<file path="config.mk">
export PLATFORM = sky130hd
export DESIGN_NAME = incremental_pid_step
export DESIGN_NICKNAME = d
export VERILOG_FILES = /design/src/rtl/ips_pkg.sv /design/src/rtl/ips_seq.sv /design/src/rtl/ips_div.sv /design/src/rtl/ips_dpath.sv /design/src/rtl/incremental_pid_step.sv
export SDC_FILE = /design/constraint.sdc
export NUM_CORES = 2
export LEC_CHECK = 0
export BUFFER_PORTS_ARGS = -buffer_cell sky130_fd_sc_hd__buf_2
export CAP_MARGIN = 0
export CORE_MARGIN = 2
export CORE_UTILIZATION = 44
export DETAILED_ROUTE_END_ITERATION = 12
export SLEW_MARGIN = 0
export SYNTH_ARGS = -nofsm -noshare
export SYNTH_HDL_FRONTEND = slang
export SYNTH_SLANG_ARGS = --single-unit
</file>
<file path="constraint.sdc">
create_clock -name clk -period 20 [get_ports clk]
set_input_delay 2 -clock clk [delete_from_list [all_inputs] [get_ports clk]]
set_output_delay 2 -clock clk [all_outputs]
set_load 0.05 [all_outputs]
</file>
<file path="src/rtl/ips_pkg.sv">
// Shared types, constants and the control program of the incremental PID step block.
package ips_pkg;

	localparam int DATA_W = 32;
	localparam int DT_W   = 24;
	localparam int WIDE_W = 66;
	localparam int STEP_W = 5;

	typedef logic [STEP_W-1:0] step_t;

	typedef struct packed {
		logic                     cmd;
		logic signed [DATA_W-1:0] target;
		logic signed [DATA_W-1:0] measured;
		logic [DT_W-1:0]          step_time;
	} in_word_t;

	typedef struct packed {
		logic signed [DATA_W-1:0] drive;
		logic                     clamped;
		logic                     bad_step;
	} out_word_t;

	typedef enum logic [2:0] {
		CFG_GAIN_PROP   = 3'd0,
		CFG_GAIN_INTEG  = 3'd1,
		CFG_GAIN_DERIV  = 3'd2,
		CFG_OUT_FLOOR   = 3'd3,
		CFG_OUT_CEILING = 3'd4
	} cfg_reg_t;

	localparam int CFG_IDX_W = $bits(cfg_reg_t);

	typedef enum logic [3:0] {
		OP_NOP,
		OP_LOAD,
		OP_ERR,
		OP_DIFF,
		OP_MUL,
		OP_FIX,
		OP_DIVGO,
		OP_DIVFIX,
		OP_ZDD,
		OP_SUM,
		OP_DRIVE,
		OP_OUT,
		OP_CLR
	} op_t;

	typedef enum logic [2:0] {
		C_NEXT,
		C_GOTO,
		C_WAIT_IN,
		C_IF_CLR,
		C_IF_DTZ,
		C_WAIT_DIV,
		C_WAIT_OUT
	} cond_t;

	typedef enum logic [1:0] {
		MS_P,
		MS_I1,
		MS_I2,
		MS_D
	} mul_sel_t;

	typedef enum logic [1:0] {
		FD_DP,
		FD_TMP,
		FD_DI
	} fix_dst_t;

	typedef struct packed {
		op_t      op;
		mul_sel_t msel;
		fix_dst_t fdst;
		cond_t    cond;
		step_t    target;
	} ctrl_word_t;

	typedef struct packed {
		logic is_clear;
		logic dt_zero;
		logic div_busy;
		logic out_block;
	} dp_status_t;

	localparam step_t ST_FETCH   = 5'd0;
	localparam step_t ST_ERR     = 5'd1;
	localparam step_t ST_DIFF    = 5'd2;
	localparam step_t ST_MULP    = 5'd3;
	localparam step_t ST_FIXP    = 5'd4;
	localparam step_t ST_MULI1   = 5'd5;
	localparam step_t ST_FIXI1   = 5'd6;
	localparam step_t ST_MULI2   = 5'd7;
	localparam step_t ST_FIXI2   = 5'd8;
	localparam step_t ST_MULD    = 5'd9;
	localparam step_t ST_FIXD    = 5'd10;
	localparam step_t ST_DIVGO   = 5'd11;
	localparam step_t ST_DIVWAIT = 5'd12;
	localparam step_t ST_DIVFIX  = 5'd13;
	localparam step_t ST_ZDD     = 5'd14;
	localparam step_t ST_SUM     = 5'd15;
	localparam step_t ST_DRIVE   = 5'd16;
	localparam step_t ST_OUT     = 5'd17;
	localparam step_t ST_CLR     = 5'd18;

	// microcode ROM
	function automatic ctrl_word_t prog_word(input step_t s);
		ctrl_word_t w;
		w = '{op: OP_NOP, msel: MS_P, fdst: FD_DP, cond: C_NEXT, target: ST_FETCH};
		unique case (s)
			ST_FETCH: begin
				w.op = OP_LOAD;
				w.cond = C_WAIT_IN;
			end
			ST_ERR: begin
				w.op = OP_ERR;
				w.cond = C_IF_CLR;
				w.target = ST_CLR;
			end
			ST_DIFF:  w.op = OP_DIFF;
			ST_MULP: begin
				w.op = OP_MUL;
				w.msel = MS_P;
			end
			ST_FIXP: begin
				w.op = OP_FIX;
				w.fdst = FD_DP;
			end
			ST_MULI1: begin
				w.op = OP_MUL;
				w.msel = MS_I1;
			end
			ST_FIXI1: begin
				w.op = OP_FIX;
				w.fdst = FD_TMP;
			end
			ST_MULI2: begin
				w.op = OP_MUL;
				w.msel = MS_I2;
			end
			ST_FIXI2: begin
				w.op = OP_FIX;
				w.fdst = FD_DI;
			end
			ST_MULD: begin
				w.op = OP_MUL;
				w.msel = MS_D;
				w.cond = C_IF_DTZ;
				w.target = ST_ZDD;
			end
			ST_FIXD: begin
				w.op = OP_FIX;
				w.fdst = FD_TMP;
			end
			ST_DIVGO: w.op = OP_DIVGO;
			ST_DIVWAIT: w.cond = C_WAIT_DIV;
			ST_DIVFIX: begin
				w.op = OP_DIVFIX;
				w.cond = C_GOTO;
				w.target = ST_SUM;
			end
			ST_ZDD:   w.op = OP_ZDD;
			ST_SUM:   w.op = OP_SUM;
			ST_DRIVE: w.op = OP_DRIVE;
			ST_OUT: begin
				w.op = OP_OUT;
				w.cond = C_WAIT_OUT;
				w.target = ST_FETCH;
			end
			ST_CLR: begin
				w.op = OP_CLR;
				w.cond = C_GOTO;
				w.target = ST_OUT;
			end
			default: w.cond = C_GOTO;
		endcase
		return w;
	endfunction

endpackage

</file>
<file path="src/rtl/ips_seq.sv">
// Microcode sequencer: step counter, control ROM and jump logic.
module ips_seq
	import ips_pkg::*;
(
	input  logic       clk,
	input  logic       arst_n,
	input  logic       item_valid,
	input  dp_status_t status,
	output ctrl_word_t ctrl
);

	step_t step_q;
	step_t step_d;
	step_t step_inc;

	assign ctrl     = prog_word(step_q);
	assign step_inc = step_q + step_t'(1);

	always_comb begin
		unique case (ctrl.cond)
			C_NEXT:     step_d = step_inc;
			C_GOTO:     step_d = ctrl.target;
			C_WAIT_IN:  step_d = item_valid ? step_inc : step_q;
			C_IF_CLR:   step_d = status.is_clear ? ctrl.target : step_inc;
			C_IF_DTZ:   step_d = status.dt_zero ? ctrl.target : step_inc;
			C_WAIT_DIV: step_d = status.div_busy ? step_q : step_inc;
			C_WAIT_OUT: step_d = status.out_block ? step_q : ctrl.target;
			default:    step_d = ST_FETCH;
		endcase
	end

	always_ff @(posedge clk or negedge arst_n) begin
		if (!arst_n) begin
			step_q <= ST_FETCH;
		end else begin
			step_q <= step_d;
		end
	end

endmodule

</file>
<file path="src/rtl/ips_div.sv">
// Unsigned restoring divider, two quotient bits per cycle, dividend scaled by 2^FRAC_BITS.
module ips_div
	import ips_pkg::*;
#(
	parameter int FRAC_BITS = 16
) (
	input  logic                                    clk,
	input  logic                                    arst_n,
	input  logic                                    start,
	input  logic [DATA_W-1:0]                       dividend,
	input  logic [DT_W-1:0]                         divisor,
	output logic                                    busy,
	output logic [2*((DATA_W+FRAC_BITS+1)/2)-1:0]   quot
);

	localparam int NUM_W = DATA_W + FRAC_BITS;
	localparam int STEPS = (NUM_W + 1) / 2;
	localparam int QW    = 2 * STEPS;
	localparam int CNT_W = $clog2(STEPS + 1);

	logic [QW-1:0]    num_q;
	logic [DT_W-1:0]  rem_q;
	logic [CNT_W-1:0] cnt_q;

	logic [DT_W:0] dvs;
	logic [DT_W:0] r1, r1n, r2, r2n;
	logic          ge1, ge2;

	assign dvs = {1'b0, divisor};
	assign r1  = {rem_q, num_q[QW-1]};
	assign ge1 = r1 >= dvs;
	assign r1n = ge1 ? r1 - dvs : r1;
	assign r2  = {r1n[DT_W-1:0], num_q[QW-2]};
	assign ge2 = r2 >= dvs;
	assign r2n = ge2 ? r2 - dvs : r2;

	assign busy = cnt_q != '0;
	assign quot = num_q;

	always_ff @(posedge clk or negedge arst_n) begin
		if (!arst_n) begin
			cnt_q <= '0;
		end else if (start) begin
			cnt_q <= CNT_W'(STEPS);
		end else if (busy) begin
			cnt_q <= cnt_q - CNT_W'(1);
		end
	end

	// dividend bits shift out the top while quotient bits shift in at the bottom
	always_ff @(posedge clk) begin
		if (start) begin
			num_q <= QW'({dividend, {FRAC_BITS{1'b0}}});
			rem_q <= '0;
		end else if (busy) begin
			num_q <= {num_q[QW-3:0], ge1, ge2};
			rem_q <= r2n[DT_W-1:0];
		end
	end

endmodule

</file>
<file path="src/rtl/ips_dpath.sv">
// Datapath: config and state registers, multiplier, divider, saturation, clamp and result register.
module ips_dpath
	import ips_pkg::*;
#(
	parameter int FRAC_BITS = 16
) (
	input  logic                 clk,
	input  logic                 arst_n,
	input  ctrl_word_t           ctrl,
	input  logic                 item_valid,
	input  in_word_t             item,
	input  logic                 result_stall,
	output logic                 result_valid,
	output out_word_t            result,
	input  logic                 cfg_we,
	input  logic [CFG_IDX_W-1:0] cfg_idx,
	input  logic [DATA_W-1:0]    cfg_data,
	output dp_status_t           status
);

	localparam int QW = 2 * ((DATA_W + FRAC_BITS + 1) / 2);

	localparam logic signed [WIDE_W-1:0] SAT_HI = {{(WIDE_W-DATA_W+1){1'b0}}, {(DATA_W-1){1'b1}}};
	localparam logic signed [WIDE_W-1:0] SAT_LO = {{(WIDE_W-DATA_W+1){1'b1}}, {(DATA_W-1){1'b0}}};
	localparam logic signed [DATA_W-1:0] HALF_ONE = DATA_W'(1) << (FRAC_BITS - 1);

	function automatic logic signed [WIDE_W-1:0] wide(input logic signed [DATA_W-1:0] a);
		return {{(WIDE_W-DATA_W){a[DATA_W-1]}}, a};
	endfunction

	function automatic logic signed [DATA_W-1:0] sat32(input logic signed [WIDE_W-1:0] v);
		if (v > SAT_HI) begin
			return SAT_HI[DATA_W-1:0];
		end else if (v < SAT_LO) begin
			return SAT_LO[DATA_W-1:0];
		end
		return v[DATA_W-1:0];
	endfunction

	// configuration
	logic signed [DATA_W-1:0] gp_q, gi_q, gd_q, floor_q, ceil_q;
	// controller state
	logic signed [DATA_W-1:0] e1_q, e2_q, ld_q;
	logic                     clip_q, bad_q;
	// scratch
	in_word_t                 in_q;
	logic signed [DATA_W-1:0] err_q, d1_q, d2_q, dp_q, di_q, dd_q, tmp_q, sum_q;
	logic signed [WIDE_W-1:0] prod_q;
	out_word_t                out_q;
	logic                     out_valid_q;

	logic signed [DATA_W:0]   mul_a, mul_b;
	logic signed [WIDE_W-1:0] prod_full;
	logic signed [DATA_W-1:0] fix_val;
	logic [DATA_W-1:0]        tmp_u, tmp_mag;
	logic [QW-1:0]            quot;
	logic signed [WIDE_W-1:0] quot_s;
	logic signed [DATA_W-1:0] y_sum, y_next;
	logic                     clip_next;
	logic                     div_start, div_busy;
	logic                     out_load;

	always_comb begin
		unique case (ctrl.msel)
			MS_P: begin
				mul_a = {gp_q[DATA_W-1], gp_q};
				mul_b = {d1_q[DATA_W-1], d1_q};
			end
			MS_I1: begin
				mul_a = {gi_q[DATA_W-1], gi_q};
				mul_b = {err_q[DATA_W-1], err_q};
			end
			MS_I2: begin
				mul_a = {tmp_q[DATA_W-1], tmp_q};
				mul_b = {{(DATA_W+1-DT_W){1'b0}}, in_q.step_time};
			end
			MS_D: begin
				mul_a = {gd_q[DATA_W-1], gd_q};
				mul_b = {d2_q[DATA_W-1], d2_q};
			end
			default: begin
				mul_a = '0;
				mul_b = '0;
			end
		endcase
	end

	assign prod_full = mul_a * mul_b;
	// arithmetic shift floors toward minus infinity
	assign fix_val   = sat32(prod_q >>> FRAC_BITS);

	assign tmp_u     = tmp_q;
	assign tmp_mag   = tmp_u[DATA_W-1] ? (~tmp_u + DATA_W'(1)) : tmp_u;
	assign div_start = ctrl.op == OP_DIVGO;
	assign quot_s    = $signed(WIDE_W'(quot));

	ips_div #(
		.FRAC_BITS(FRAC_BITS)
	) u_div (
		.clk      (clk),
		.arst_n   (arst_n),
		.start    (div_start),
		.dividend (tmp_mag),
		.divisor  (in_q.step_time),
		.busy     (div_busy),
		.quot     (quot)
	);

	// floor check first: with floor above ceiling, a sum below the floor gets the floor, any other the ceiling
	always_comb begin
		y_sum = sat32(wide(ld_q) + wide(sum_q));
		priority if (y_sum < floor_q) begin
			y_next = floor_q;
			clip_next = 1'b1;
		end else if (y_sum > ceil_q) begin
			y_next = ceil_q;
			clip_next = 1'b1;
		end else begin
			y_next = y_sum;
			clip_next = 1'b0;
		end
	end

	assign out_load = (ctrl.op == OP_OUT) && (!out_valid_q || !result_stall);

	assign status.is_clear  = in_q.cmd;
	assign status.dt_zero   = in_q.step_time == '0;
	assign status.div_busy  = div_busy;
	assign status.out_block = out_valid_q && result_stall;

	assign result_valid = out_valid_q;
	assign result       = out_q;

	always_ff @(posedge clk or negedge arst_n) begin
		if (!arst_n) begin
			gp_q        <= '0;
			gi_q        <= '0;
			gd_q        <= '0;
			floor_q     <= -HALF_ONE;
			ceil_q      <= HALF_ONE;
			e1_q        <= '0;
			e2_q        <= '0;
			ld_q        <= '0;
			clip_q      <= 1'b0;
			bad_q       <= 1'b0;
			out_valid_q <= 1'b0;
		end else begin
			if (cfg_we) begin
				unique case (cfg_reg_t'(cfg_idx))
					CFG_GAIN_PROP:   gp_q <= cfg_data;
					CFG_GAIN_INTEG:  gi_q <= cfg_data;
					CFG_GAIN_DERIV:  gd_q <= cfg_data;
					CFG_OUT_FLOOR:   floor_q <= cfg_data;
					CFG_OUT_CEILING: ceil_q <= cfg_data;
					default: ;
				endcase
			end
			unique case (ctrl.op)
				OP_ERR: bad_q <= 1'b0;
				OP_ZDD: bad_q <= 1'b1;
				OP_DRIVE: begin
					e2_q   <= e1_q;
					e1_q   <= err_q;
					ld_q   <= y_next;
					clip_q <= clip_next;
				end
				OP_CLR: begin
					e1_q   <= '0;
					e2_q   <= '0;
					ld_q   <= '0;
					clip_q <= 1'b0;
					bad_q  <= 1'b0;
				end
				default: ;
			endcase
			if (out_load) begin
				out_valid_q <= 1'b1;
			end else if (!result_stall) begin
				out_valid_q <= 1'b0;
			end
		end
	end

	always_ff @(posedge clk) begin
		if (out_load) begin
			out_q <= '{drive: ld_q, clamped: clip_q, bad_step: bad_q};
		end
		unique case (ctrl.op)
			OP_LOAD: begin
				if (item_valid) begin
					in_q <= item;
				end
			end
			OP_ERR: err_q <= sat32(wide(in_q.target) - wide(in_q.measured));
			OP_DIFF: begin
				d1_q <= sat32(wide(err_q) - wide(e1_q));
				d2_q <= sat32(wide(err_q) - (wide(e1_q) <<< 1) + wide(e2_q));
			end
			OP_MUL: prod_q <= prod_full;
			OP_FIX: begin
				unique case (ctrl.fdst)
					FD_DP:   dp_q <= fix_val;
					FD_TMP:  tmp_q <= fix_val;
					FD_DI:   di_q <= fix_val;
					default: ;
				endcase
			end
			// quotient magnitude truncated, sign restored from the dividend
			OP_DIVFIX: dd_q <= sat32(tmp_q[DATA_W-1] ? -quot_s : quot_s);
			OP_ZDD:    dd_q <= '0;
			OP_SUM:    sum_q <= sat32(wide(dp_q) + wide(di_q) + wide(dd_q));
			default: ;
		endcase
	end

endmodule

</file>
<file path="src/rtl/incremental_pid_step.sv">
// Incremental (velocity-form) PID step in signed fixed point with FRAC_BITS fraction bits.
// A word with cmd 0 forms error = target - measured, adds the proportional, integral and
// derivative increments to the last output and clamps the sum to [out_floor, out_ceiling];
// cmd 1 zeroes the stored errors and output and returns zero. Every word gives exactly one
// result word. A microcoded sequencer walks a short program over one shared multiplier and a
// divider, so one word is worked on at a time. The derivative divide retires two quotient
// bits per cycle; a zero step_time skips the divide, and a clear word skips the multiplies
// and the divide. A registered result stage lets the next word in while the last result
// waits; a result still waiting when the next word is done holds the sequencer on its
// output step. Configuration registers are written through cfg_we/cfg_idx/cfg_data; the user
// must write them only while the block is idle, as the block itself does not enforce it.
module incremental_pid_step
	import ips_pkg::*;
#(
	parameter int FRAC_BITS = 16
) (
	input  logic                 clk,
	input  logic                 arst_n,
	input  logic                 item_valid,
	output logic                 item_stall,
	input  in_word_t             item,
	output logic                 result_valid,
	input  logic                 result_stall,
	output out_word_t            result,
	input  logic                 cfg_we,
	input  logic [CFG_IDX_W-1:0] cfg_idx,
	input  logic [DATA_W-1:0]    cfg_data
);

	ctrl_word_t ctrl;
	dp_status_t status;

	assign item_stall = ctrl.op != OP_LOAD;

	ips_seq u_seq (
		.clk        (clk),
		.arst_n     (arst_n),
		.item_valid (item_valid),
		.status     (status),
		.ctrl       (ctrl)
	);

	ips_dpath #(
		.FRAC_BITS(FRAC_BITS)
	) u_dpath (
		.clk          (clk),
		.arst_n       (arst_n),
		.ctrl         (ctrl),
		.item_valid   (item_valid),
		.item         (item),
		.result_stall (result_stall),
		.result_valid (result_valid),
		.result       (result),
		.cfg_we       (cfg_we),
		.cfg_idx      (cfg_idx),
		.cfg_data     (cfg_data),
		.status       (status)
	);

endmodule

</file>
==> impl_metrics.csv <==
group,metric,value,unit
logic_synthesis,syn_nets,10400,
logic_synthesis,syn_area,82500,um^2
global_route,grt_pass1_vias,64500,
routing,routed_wirelength,264,mm
worst_setup_path,criticalPathCategory,"flip-flop to flip-flop",
floorplan,die_w,437,um
placement,place_congestion,0.985,
logic_synthesis,synth_flop_cell,"edfxtp_1",
worst_setup_path,arrival,12710,ps
worst_setup_path,cp.required,20510,ps
worst_setup_path,setup.worst_path.end_class,"flip-flop",
timing,drv_slew,0,
finish,fillers,17300,
clock_network,numCtsBuffers,92,
finish,final_nets,10400,
global_route,grt_pass1_wl,402,mm
routing,drc,0,
routing,drt_pass1_iterations,6,
worst_setup_path,crit_path_frequent_cell,"fa_1",
routing,vias,62600,
timing,period_share,0.610,
timing,worst_slew_pin_slew,1320,ps
routing,ant_nets,0,
clock_network,insertion_delay,780,ps
timing,rsz0062_at_grt,"no",
clock_network,cts_hold_buffers,0,
floorplan,start_util,0.444,
floorplan,num_rows,158,
logic_synthesis,yosysSeqAreaShare,0.259,
logic_synthesis,synth_top_area_cell,"fa_1",
worst_hold_path,min_path_type,"flip-flop to flip-flop",
logic_synthesis,ys.warnings.count,0,
logic_synthesis,ys_ff_latch,770,
logic_synthesis,synth_top_area_frac,0.289,
timing,hold_viol_final,0,
worst_setup_path,critPathLaunchType,"flip-flop",
timing,max_freq,0.0819,GHz
clock_network,cts_resized,0,
floorplan,die_area,191000,um^2
clock_network,cts_sinks,770,
finish,final_common_cell,"inv_1",
worst_setup_path,crit_slowest_cell,"a221oi_4",
global_route,antenna_found_initial,9,
placement,hpwl,206,mm
finish,syn_to_final_growth,8.75,%
finish,drive_gt1_frac,0.0878,
run_status,status,"completed",
clock_network,clkTransAtPathRegs,70,ps
floorplan,core_area,186000,um^2
logic_synthesis,synth_cell_types,89,
timing,period_needed,12200,ps
routing,vias_per_cell,5.62,
worst_setup_path,max_stage_delay,1190,ps
placement,io_buffer_count,164,
timing,clock_skew,75.7,ps
logic_synthesis,synthCells,8557,
finish,final_cell_mix,"inv_1, fa_1, nand2_1, nor2_1, ha_1",
timing,slew_headroom,0.118,
clock_network,post_cts_buffers,0,
clock_network,cts_tree,"built",
logic_synthesis,synth_edf_count,461,
job,maxCapViolCount,0,
clock_network,h-tree-depth,3,
global_route,track_usage,0.279,
worst_setup_path,r2r_setup_slack,7800,ps
clock_network,clk_path_buf_depth,3,
floorplan,ioPinCount,165,
logic_synthesis,syn_avg_cell_area,9.64,um^2
floorplan,die_y,437,um
worst_setup_path,crit_fanout,116,
global_route,grt_max_degree,117,
routing,drt-initial-drc-count,5492,
global_route,grt_remaining_overflow,0,
clock_network,ctsRootBufferMaster,"clkbuf_16",
routing,wire_per_inst,23.7,um
logic_synthesis,synth_area_leaders,"fa_1, edfxtp_1, dfrtp_1",
timing,tns,0,ps
logic_synthesis,async_reset_ff_frac,0.349,
timing,setup_viol,0,
## final timing paths
path,from,endpoint,depth (start not counted)
setup / recovery,u_seq.step_q[1],u_dpath.prod_q[60],30
setup reg to reg,u_seq.step_q[1],u_dpath.prod_q[60],30
min in group asynchronous,arst_n,u_dpath.clip_q,1
hold reg to reg,u_dpath.clip_q,u_dpath.result[1],0
max in group asynchronous,arst_n,u_dpath.e2_q[30],4
hold / removal,u_dpath.clip_q,u_dpath.result[1],0
## sequential cells by signal (all words and copies together) (netlist names), 34 cells and up
signal / flops
u_dpath.in_q: 88
u_dpath.result: 34
u_dpath.u_div.quot: 48
u_dpath.prod_q: 50
## cells in the mapped netlist, types with 21 or more instances
library cell / count
o21bai_1: 41
nor2_1: 742
nor2b_1: 41
o311ai_0: 27
clkbuf_1: 363
fa_1: 1191
a31oi_1: 31
dfxtp_1: 40
a21o_1: 157
dfrtp_1: 251
ha_1: 492
o21a_1: 66
o21ai_0: 400
xnor2_1: 166
nand2_1: 916
a21oi_1: 345
o31ai_1: 42
a211oi_1: 23
or4_1: 21
and3_1: 23
a22o_1: 56
mux2_2: 144
or2_2: 25
o21ai_1: 32
buf_1: 27
a221oi_1: 62
nand3_1: 99
nor3_1: 52
edfxtp_1: 461
inv_1: 1557
nand4_1: 55
xor2_1: 143
a221o_1: 55
or3_1: 32
nand2b_1: 63
## layout make-up
class / instances / area, um^2 / area share
clock inverter: 55 / 607 / 0.00676
antenna: 3 / 7.51 / 0.0000837
timing repair buffer: 312 / 1970 / 0.0219
sequential: 770 / 21400 / 0.238
inverter: 1557 / 5840 / 0.0651
multi-input combinational: 5833 / 54400 / 0.606
clock buffer: 116 / 2430 / 0.0271
tap: 2480 / 3100 / 0.0346
## metal layers
layer / global-route usage / part of all wire / vias up
met5: 0 / 0.000049 / -
met4: 0.122 / 0.051 / 2
met3: 0.0466 / 0.078 / 586
met2: 0.445 / 0.46 / 2632
met1: 0.375 / 0.41 / 31500
li1: - / - / 27800
## metrics by stage
step | instances | utilization | worst slack, ps | cell area [um^2] | hold WS (ps)
final | 11100 | 0.483 | 7800 | 89700 | 461
after global routing | 11100 | 0.483 | 7150 | 89700 | 482
after CTS | 11100 | 0.483 | 8000 | 89700 | 461
after detailed placement | 11000 | 0.466 | 8010 | 86700 | 444
after global placement | 11000 | 0.466 | 8230 | 86700 | 436
after floorplan | 8557 | - | 9600 | 82500 | 426
## cell families (layout without fill, tap and decap cells)
kind of cell | count (synthesis) | count (layout) | synth area share
other | 0 | 3 | 0
buffers and inverters | 1954 | 2040 | 0.0892
multiplexers | 162 | 162 | 0.0218
XOR/XNOR | 309 | 309 | 0.0328
adder cells (fa/ha/maj) | 1693 | 1693 | 0.365
AND/OR/NAND/NOR | 2162 | 2162 | 0.113
flip-flops | 770 | 770 | 0.259
AO/OA/AOI/OAI | 1507 | 1507 | 0.119
## worst max-delay path, delay by kind of cell, from the launching register on
kind | cells | cell delay [ps]
adders and majority gates | 10 | 5710
AOI/OAI and AO/OA | 9 | 3510
buffers and inverters | 8 | 1160
and+or+nand+nor | 2 | 900
DFF | 1 | 430
xor gates and xnor gates | 1 | 90
Power is left out: the tool's default activity adds up to more than one toggle a clock period on the data nets, which glitch-free logic cannot reach.
